`config.mk`:
```
export PLATFORM = sky130hd
export DESIGN_NAME = stop_and_wait_arq_sender
export DESIGN_NICKNAME = d
export VERILOG_FILES = /design/src/rtl/core/swarq_pkg.sv /design/src/rtl/core/swarq_cfg.sv /design/src/rtl/core/swarq_core.sv /design/src/rtl/core/swarq_out.sv /design/src/rtl/core/stop_and_wait_arq_sender.sv
export SDC_FILE = /design/constraint.sdc
export NUM_CORES = 1
export LEC_CHECK = 0
export BUFFER_PORTS_ARGS = -buffer_cell sky130_fd_sc_hd__buf_2
export CELL_PAD_IN_SITES_DETAIL_PLACEMENT = 2
export CELL_PAD_IN_SITES_GLOBAL_PLACEMENT = 2
export CORE_ASPECT_RATIO = 1.75
export CORE_MARGIN = 2
export CORE_UTILIZATION = 35
export CTS_CLUSTER_DIAMETER = 80
export DETAILED_ROUTE_END_ITERATION = 10
export PLACE_DENSITY_LB_ADDON = 0.12
export REMOVE_ABC_BUFFERS = 1
export SLEW_MARGIN = 5
export SYNTH_ARGS = -nofsm -noshare
export SYNTH_HDL_FRONTEND = slang
export SYNTH_SLANG_ARGS = --single-unit
```
`constraint.sdc`:
```
create_clock -name clk -period 6.19 [get_ports clk]
set_input_delay 0.619 -clock clk [delete_from_list [all_inputs] [get_ports clk]]
set_output_delay 0.619 -clock clk [all_outputs]
set_load 0.03 [all_outputs]
```
`src/rtl/core/swarq_pkg.sv`:
```
`timescale 1ns / 1ps
// ----------------------------------------------------------------------------
// swarq_pkg
// Shared types and constants of the stop-and-wait ARQ sender.
// ----------------------------------------------------------------------------
package swarq_pkg;

	localparam int unsigned CMD_W     = 2;
	localparam int unsigned LEN_W     = 9;
	localparam int unsigned TICK_W    = 24;
	localparam int unsigned RETRY_W   = 4;
	localparam int unsigned RTT_W     = 25;
	localparam int unsigned CNT_W     = 32;
	localparam int unsigned APB_AW    = 3;
	localparam int unsigned APB_DW    = 32;

	localparam logic [CMD_W-1:0] CMD_CHUNK = 2'd0;
	localparam logic [CMD_W-1:0] CMD_ACK   = 2'd1;
	localparam logic [CMD_W-1:0] CMD_TICK  = 2'd2;

	localparam logic REG_TIMEOUT = 1'b0;
	localparam logic REG_RETRIES = 1'b1;

	localparam logic [TICK_W-1:0]  TIMEOUT_RST = 24'd5000;
	localparam logic [RETRY_W-1:0] RETRIES_RST = 4'd3;
	localparam logic [RTT_W-1:0]   RTT_RST     = 25'd3;

	typedef struct packed {
		logic [TICK_W-1:0]  timeout_ticks;
		logic [RETRY_W-1:0] max_retries;
	} cfg_t;

	typedef struct packed {
		logic             send_now;
		logic             send_bit;
		logic             want_chunk;
		logic [RTT_W-1:0] rtt_estimate;
		logic [RTT_W-1:0] timeout_estimate;
		logic [CNT_W-1:0] bytes_acked;
		logic [CNT_W-1:0] chunks_acked;
		logic             finished;
		logic             gave_up;
	} result_t;

endpackage

```
`src/rtl/core/swarq_cfg.sv`:
```
`timescale 1ns / 1ps
// ----------------------------------------------------------------------------
// swarq_cfg
// APB register file: timeout in ticks and retry limit.
// ----------------------------------------------------------------------------
module swarq_cfg (
	input  logic                           clk,
	input  logic                           arst_n,
	input  logic                           psel,
	input  logic                           penable,
	input  logic                           pwrite,
	input  logic [swarq_pkg::APB_AW-1:0]   paddr,
	input  logic [swarq_pkg::APB_DW-1:0]   pwdata,
	output logic [swarq_pkg::APB_DW-1:0]   prdata,
	output logic                           pready,
	output swarq_pkg::cfg_t                cfg
);

	logic [swarq_pkg::TICK_W-1:0]  timeout_q;
	logic [swarq_pkg::RETRY_W-1:0] retries_q;
	logic                          wr_en;

	assign pready = 1'b1;
	assign wr_en  = psel && penable && pwrite;

	always_ff @(posedge clk or negedge arst_n) begin
		if (!arst_n) begin
			timeout_q <= swarq_pkg::TIMEOUT_RST;
			retries_q <= swarq_pkg::RETRIES_RST;
		end else if (wr_en) begin
			case (paddr[2])
				swarq_pkg::REG_TIMEOUT: timeout_q <= pwdata[swarq_pkg::TICK_W-1:0];
				swarq_pkg::REG_RETRIES: retries_q <= pwdata[swarq_pkg::RETRY_W-1:0];
				default: ;
			endcase
		end
	end

	always_comb begin
		case (paddr[2])
			swarq_pkg::REG_TIMEOUT:
				prdata = {{(swarq_pkg::APB_DW-swarq_pkg::TICK_W){1'b0}}, timeout_q};
			swarq_pkg::REG_RETRIES:
				prdata = {{(swarq_pkg::APB_DW-swarq_pkg::RETRY_W){1'b0}}, retries_q};
			default: prdata = '0;
		endcase
	end

	assign cfg.timeout_ticks = timeout_q;
	assign cfg.max_retries   = retries_q;

endmodule

```
`src/rtl/core/swarq_core.sv`:
```
`timescale 1ns / 1ps
// ----------------------------------------------------------------------------
// swarq_core
// Sender state and per-event update; forms the result of each transfer.
// ----------------------------------------------------------------------------
module swarq_core #(
	parameter int unsigned CHUNK_BYTES = 512
) (
	input  logic                          clk,
	input  logic                          arst_n,
	input  logic                          accept,
	input  logic [swarq_pkg::CMD_W-1:0]   command,
	input  logic [swarq_pkg::LEN_W-1:0]   chunk_length,
	input  logic                          chunk_is_last,
	input  logic                          ack_bit,
	input  swarq_pkg::cfg_t               cfg,
	output swarq_pkg::result_t            result
);

	localparam int unsigned LEN_FULL = (1 << swarq_pkg::LEN_W) - 1;
	localparam int unsigned LEN_MAX  = (CHUNK_BYTES - 1 > LEN_FULL) ? LEN_FULL : CHUNK_BYTES - 1;

	typedef enum logic [1:0] {
		PH_IDLE,
		PH_WAIT,
		PH_DONE,
		PH_ABORT
	} phase_t;

	phase_t                          phase_q,   phase_n;
	logic                            seq_q,     seq_n;
	logic [swarq_pkg::RETRY_W-1:0]   tir_q,     tir_n;
	logic [swarq_pkg::TICK_W-1:0]    elapsed_q, elapsed_n;
	logic [swarq_pkg::RTT_W-1:0]     rtt_q [2];
	logic [swarq_pkg::RTT_W-1:0]     rtt_n [2];
	logic [swarq_pkg::LEN_W-1:0]     len_q,     len_n;
	logic                            last_q,    last_n;
	logic [swarq_pkg::CNT_W-1:0]     bytes_q,   bytes_n;
	logic [swarq_pkg::CNT_W-1:0]     chunks_q,  chunks_n;
	logic                            send;
	logic [swarq_pkg::RTT_W:0]       rtt_sum;
	logic [swarq_pkg::TICK_W-1:0]    elapsed_inc;
	logic [swarq_pkg::TICK_W-1:0]    limit;
	logic [swarq_pkg::RETRY_W-1:0]   tir_inc;
	logic [swarq_pkg::LEN_W-1:0]     len_sat;

	always_comb begin
		phase_n   = phase_q;
		seq_n     = seq_q;
		tir_n     = tir_q;
		elapsed_n = elapsed_q;
		rtt_n     = rtt_q;
		len_n     = len_q;
		last_n    = last_q;
		bytes_n   = bytes_q;
		chunks_n  = chunks_q;
		send      = 1'b0;

		len_sat = (32'(chunk_length) > LEN_MAX) ? swarq_pkg::LEN_W'(LEN_MAX) : chunk_length;
		rtt_sum = {1'b0, rtt_q[seq_q]} + {1'b0, elapsed_q, 1'b0};
		elapsed_inc = (elapsed_q != '1) ? elapsed_q + 1'b1 : elapsed_q;
		limit   = (cfg.timeout_ticks != '0) ? cfg.timeout_ticks : swarq_pkg::TICK_W'(1);
		tir_inc = tir_q + 1'b1;

		if (command == swarq_pkg::CMD_CHUNK && phase_q == PH_IDLE) begin
			len_n     = len_sat;
			last_n    = chunk_is_last;
			elapsed_n = '0;
			tir_n     = '0;
			phase_n   = PH_WAIT;
			send      = 1'b1;
		end else if (command == swarq_pkg::CMD_ACK && phase_q == PH_WAIT) begin
			rtt_n[seq_q] = rtt_sum[swarq_pkg::RTT_W:1];
			elapsed_n    = '0;
			if (ack_bit == seq_q) begin
				seq_n    = ~seq_q;
				bytes_n  = bytes_q + swarq_pkg::CNT_W'(len_q) + 1'b1;
				chunks_n = chunks_q + 1'b1;
				tir_n    = '0;
				phase_n  = last_q ? PH_DONE : PH_IDLE;
			end
		end else if (command == swarq_pkg::CMD_TICK && phase_q == PH_WAIT) begin
			elapsed_n = elapsed_inc;
			if (elapsed_inc >= limit) begin
				tir_n     = tir_inc;
				elapsed_n = '0;
				if (tir_inc >= cfg.max_retries) begin
					phase_n = PH_ABORT;
				end else begin
					send = 1'b1;
				end
			end
		end
	end

	always_ff @(posedge clk or negedge arst_n) begin
		if (!arst_n) begin
			phase_q   <= PH_IDLE;
			seq_q     <= 1'b0;
			tir_q     <= '0;
			elapsed_q <= '0;
			rtt_q[0]  <= swarq_pkg::RTT_RST;
			rtt_q[1]  <= swarq_pkg::RTT_RST;
			len_q     <= '0;
			last_q    <= 1'b0;
			bytes_q   <= '0;
			chunks_q  <= '0;
		end else if (accept) begin
			phase_q   <= phase_n;
			seq_q     <= seq_n;
			tir_q     <= tir_n;
			elapsed_q <= elapsed_n;
			rtt_q     <= rtt_n;
			len_q     <= len_n;
			last_q    <= last_n;
			bytes_q   <= bytes_n;
			chunks_q  <= chunks_n;
		end
	end

	assign result.send_now         = send;
	assign result.send_bit         = seq_n;
	assign result.want_chunk       = (phase_n == PH_IDLE);
	assign result.rtt_estimate     = rtt_n[seq_n];
	assign result.timeout_estimate = rtt_n[seq_n];
	assign result.bytes_acked      = bytes_n;
	assign result.chunks_acked     = chunks_n;
	assign result.finished         = (phase_n == PH_DONE);
	assign result.gave_up          = (phase_n == PH_ABORT);

endmodule

```
`src/rtl/core/swarq_out.sv`:
```
`timescale 1ns / 1ps
// ----------------------------------------------------------------------------
// swarq_out
// Result register with a skid stage between the input and output sides.
// ----------------------------------------------------------------------------
module swarq_out (
	input  logic                clk,
	input  logic                arst_n,
	input  logic                push,
	input  swarq_pkg::result_t  din,
	output logic                full,
	output logic                out_valid,
	input  logic                out_stall,
	output swarq_pkg::result_t  dout
);

	logic                out_v_q;
	logic                skid_v_q;
	swarq_pkg::result_t  out_q;
	swarq_pkg::result_t  skid_q;
	logic                hold;

	assign hold      = out_v_q && out_stall;
	assign full      = skid_v_q;
	assign out_valid = out_v_q;
	assign dout      = out_q;

	always_ff @(posedge clk or negedge arst_n) begin
		if (!arst_n) begin
			out_v_q  <= 1'b0;
			skid_v_q <= 1'b0;
		end else if (hold) begin
			if (push) begin
				skid_v_q <= 1'b1;
			end
		end else if (skid_v_q) begin
			out_v_q  <= 1'b1;
			skid_v_q <= 1'b0;
		end else begin
			out_v_q <= push;
		end
	end

	always_ff @(posedge clk) begin
		if (hold) begin
			if (push) begin
				skid_q <= din;
			end
		end else if (skid_v_q) begin
			out_q <= skid_q;
		end else if (push) begin
			out_q <= din;
		end
	end

endmodule

```
`src/rtl/core/stop_and_wait_arq_sender.sv`:
```
`timescale 1ns / 1ps
// ----------------------------------------------------------------------------
// stop_and_wait_arq_sender
// Alternating-bit stop-and-wait sender: chunk, ack and tick events in,
// one status result out per event.
// ----------------------------------------------------------------------------
//  channel  | handshake                | payload
//  ---------+--------------------------+-------------------------------------
//  input    | in_valid / in_stall      | command, chunk_length, chunk_is_last,
//           |                          | ack_bit
//  output   | out_valid / out_stall    | send_now .. gave_up
//  config   | psel/penable/pwrite/...  | timeout_ticks @0x0, max_retries @0x4
//
//  One event per cycle while in_stall is low; the state update is
//  combinational logic in front of the result register. in_stall rises
//  only while the skid stage holds a result behind a stalled output.
//  Reset returns the sender to idle with both estimates at 1.5 ticks.
// ----------------------------------------------------------------------------
module stop_and_wait_arq_sender #(
	parameter int unsigned CHUNK_BYTES = 512
) (
	input  logic                          clk,
	input  logic                          arst_n,
	input  logic                          psel,
	input  logic                          penable,
	input  logic                          pwrite,
	input  logic [swarq_pkg::APB_AW-1:0]  paddr,
	input  logic [swarq_pkg::APB_DW-1:0]  pwdata,
	output logic [swarq_pkg::APB_DW-1:0]  prdata,
	output logic                          pready,
	input  logic                          in_valid,
	output logic                          in_stall,
	input  logic [swarq_pkg::CMD_W-1:0]   command,
	input  logic [swarq_pkg::LEN_W-1:0]   chunk_length,
	input  logic                          chunk_is_last,
	input  logic                          ack_bit,
	output logic                          out_valid,
	input  logic                          out_stall,
	output logic                          send_now,
	output logic                          send_bit,
	output logic                          want_chunk,
	output logic [swarq_pkg::RTT_W-1:0]   rtt_estimate,
	output logic [swarq_pkg::RTT_W-1:0]   timeout_estimate,
	output logic [swarq_pkg::CNT_W-1:0]   bytes_acked,
	output logic [swarq_pkg::CNT_W-1:0]   chunks_acked,
	output logic                          finished,
	output logic                          gave_up
);

	swarq_pkg::cfg_t     cfg;
	swarq_pkg::result_t  res;
	swarq_pkg::result_t  res_q;
	logic                accept;
	logic                full;

	assign in_stall = full;
	assign accept   = in_valid && !full;

	swarq_cfg u_cfg (
		.clk     (clk),
		.arst_n  (arst_n),
		.psel    (psel),
		.penable (penable),
		.pwrite  (pwrite),
		.paddr   (paddr),
		.pwdata  (pwdata),
		.prdata  (prdata),
		.pready  (pready),
		.cfg     (cfg)
	);

	swarq_core #(
		.CHUNK_BYTES (CHUNK_BYTES)
	) u_core (
		.clk           (clk),
		.arst_n        (arst_n),
		.accept        (accept),
		.command       (command),
		.chunk_length  (chunk_length),
		.chunk_is_last (chunk_is_last),
		.ack_bit       (ack_bit),
		.cfg           (cfg),
		.result        (res)
	);

	swarq_out u_out (
		.clk       (clk),
		.arst_n    (arst_n),
		.push      (accept),
		.din       (res),
		.full      (full),
		.out_valid (out_valid),
		.out_stall (out_stall),
		.dout      (res_q)
	);

	assign send_now         = res_q.send_now;
	assign send_bit         = res_q.send_bit;
	assign want_chunk       = res_q.want_chunk;
	assign rtt_estimate     = res_q.rtt_estimate;
	assign timeout_estimate = res_q.timeout_estimate;
	assign bytes_acked      = res_q.bytes_acked;
	assign chunks_acked     = res_q.chunks_acked;
	assign finished         = res_q.finished;
	assign gave_up          = res_q.gave_up;

endmodule
```
==> flow_summary.toml <==
[clock_tree]
clock_latency_ps = 560
clockBufferDepth = 3
cts_resized = 0
htree_levels = 2
numCtsBuffers = 40
cts_num_sinks = 373
post-cts-setup-buffers = 0
postCtsHoldBufs = 0
clkTransAtPathRegs_ps = 60
cts-root-buf = "clkbuf_16"
cts_tree = "yes"

[critical_path]
cp_slowest_stage_delay_ps = 630
required_ps = 6680
worst-setup-path-type = "reg2reg"
crit_chain = "ha_1, nand2_1, or2_2, nor4_4, buf_4, or2_1, nor2_1, and4_1, xor2_1, ha_1, a21o_1, a21o_1, a21oi_1, o211ai_1, a41o_1, a21o_1, nor3_2, a22o_1"
cp_data_arrival_time_ps = 5410
slowest_stage = "nor3_2"
reg2reg_to = "u_core.elapsed_q[8]"
critPathCaptureType = "flip-flop"
worst-r2r-cell-count = 18
r2r-start = "u_core.elapsed_q[0]"
r2r_slack_ps = 1270
path_max_fanout = 10
startpoint_type = "flip-flop"
cpMostUsedCell = "a21o_1"

[drt]
wl_microns = 58800
drtIter0Drc = 425
vias = 14691
firstDrtPassIters = 4
via_per_inst = 5.25
drc = 0
ant_nets = 0
wl_per_cell_microns = 21.0

[placement]
dp_hpwl_microns = 43000
dp_cells = 2725
portBuffers = 189
place_ws_ps = 1280
routabilityCongestion = 0.843

[synthesis]
ys_types = 84
ys.flop_type = "edfxtp_1"
yosys_warnings = 0
synthCells = 1867
async_flop_share_pct = 49.6
synth_seq_cells = 373
yosysSeqAreaShare_pct = 51.0
syn_avg_cell_area_sq_um = 10.8
syn_area_sq_um = 20200
synth-edff-count = 188

[sta]
fin_crit_ps = 4920
fin_crit_sh_pct = 79.4
skew_ps = 19.6
relSlewSlack_pct = 17.3
final_hold_viol_count = 0
fmax_ghz = 0.203
slew_violations = 0
setup_violations = 0
rsz0062_at_grt = "false"
tightest_slew_ps = 1220
holdWs_ps = 34.8
finalWorstSetupSlack_ps = 1270

[global_route]
grt_antenna_before_repair = 0
grt_max_degree = 134
track_usage_pct = 20.1
grt_pass1_wl_microns = 93200
grt_pass1_vias = 16480
grt-ovfl-total = 0

[layout]
layout_commonest_cell = "nand2_1"
area_growth_pct = 14.1
antennaDiodeCount = 0
drive_above_1_share_pct = 23.2
final_util_pct = 40.3
final_cell_mix = "nand2_1 (221), buf_2 (188), edfxtp_1 (188)"
fillers = 6085
nNetsFinal = 2121
final_cell_count_no_fill = 2799

[run_status]
status = "finished clean"

[power_and_ir_drop]
p_per_area_nw_per_um2 = 353
totalPowerFinal_mw = 8.12
peakVddDrop_uv = 233
leakage_nw = 10.0

[floorplanning]
design.core.area_sq_um = 57000
dieArea_sq_um = 59600
rows = 116
fp.dieW_microns = 185
dieHeight_microns = 321
io_pins = 209
initial_core_util_pct = 35.3

[min_path]
holdCritPathClass = "in2async"

[run]
max_cap_viol_count = 0
-- sequential cells by signal, indices dropped and copies added, names as in the netlist --
name,flops
u_out.dout,94
u_out.skid_q,94
u_core.rtt_q,50
u_core.bytes_q,32
u_core.chunks_q,32
u_cfg.timeout_q,24
u_core.elapsed_q,24
u_core.len_q,9
u_cfg.retries_q,4
u_core.tir_q,4
u_core.phase_q,2
u_core.last_q,1
u_core.seq_q,1
u_out.full,1
u_out.out_valid,1
-- worst max path at each step --
stage	start	end	slack [ps]
6_report	u_core.elapsed_q[0]	u_core.elapsed_q[8]	1270
5_1_grt	u_core.elapsed_q[0]	u_core.elapsed_q[8]	940
4_1_cts	u_core.elapsed_q[0]	u_core.elapsed_q[8]	1220
2_1_floorplan	u_out.full	u_out.dout[0]	-1940
3_3_place_gp	u_core.elapsed_q[0]	u_core.elapsed_q[8]	1380
3_5_place_dp	u_core.elapsed_q[0]	u_core.elapsed_q[6]	1280
-- power by group --
group | leakage, nW | switching (mW) | internal, mW
registers | 4.23 | 0.292 | 3.03
logic | 5.15 | 1.52 | 0.834
clock network | 0.646 | 1.02 | 1.42
-- per-stage QoR --
stage	instance area [sq um]	setup TNS (ps)
2_1_floorplan	19600	-279430
3_3_place_gp	21700	0
3_5_place_dp	21700	0
4_1_cts	23000	0
5_1_grt	23000	0
6_report	23000	0
-- cell families after synthesis --
family | Yosys count | synth area share [%]
and+or+nand+nor | 562 | 13.3
DFF | 373 | 51.0
xor gates and xnor gates | 155 | 6.73
adders and majority gates | 66 | 4.17
other | 2 | 0.0373
buffers and inverters | 196 | 4.39
AOI/OAI and AO/OA | 350 | 11.2
muxes | 163 | 9.04
-- synth_stat cells (all sizes together) (11+ instances only) --
| library cell | count | area share, % |
|---|---|---|
| nor2 | 118 | 2.2 |
| dfrtp | 174 | 22 |
| xor2 | 69 | 3.0 |
| nand3 | 56 | 1.4 |
| a21oi | 75 | 1.9 |
| nand2 | 221 | 4.1 |
| nor3 | 33 | 0.84 |
| a21o | 23 | 0.86 |
| inv | 67 | 1.2 |
| nor2b | 12 | 0.37 |
| edfxtp | 188 | 28 |
| clkbuf | 74 | 1.4 |
| nand2b | 13 | 0.40 |
| xnor2 | 86 | 3.7 |
| o31ai | 14 | 0.52 |
| ha | 64 | 4.0 |
| nand4 | 23 | 0.78 |
| dfstp | 11 | 1.4 |
| nor4 | 13 | 0.58 |
| and3 | 20 | 0.62 |
| buf | 55 | 1.8 |
| o211ai | 21 | 0.78 |
| mux2 | 153 | 8.5 |
| and2 | 12 | 0.37 |
| o21ai | 111 | 2.8 |
-- worst max-delay path: cells and delay by family, from the launching register on --
family / cells / cell delay (ps)
buffers and inverters: 1 / 210
and+or+nand+nor: 7 / 1930
adders and majority gates: 2 / 540
AOI/OAI and AO/OA: 7 / 1420
xor gates and xnor gates: 1 / 230
DFF: 1 / 510
-- per-layer routing --
metal / up-vias / GRT usage [%] / share of wire [%]
li1: 6934 / - / -
met1: 7447 / 21.3 / 38
met2: 232 / 39.9 / 56
met3: 78 / 2.19 / 2.7
met4: 0 / 7.14 / 3.4
met5: - / 0 / 0
-- layout make-up --
cell class / instances / area, sq um / share of cell area, %
clock buffer: 53 / 1100 / 4.79
clock inverter: 21 / 208 / 0.903
inverter: 67 / 251 / 1.09
tap: 767 / 960 / 4.17
multi-input combinational: 1305 / 9040 / 39.3
sequential: 373 / 10300 / 44.7
timing repair buffer: 213 / 1150 / 4.99
Note: power is estimated with default switching activity, not from simulation.
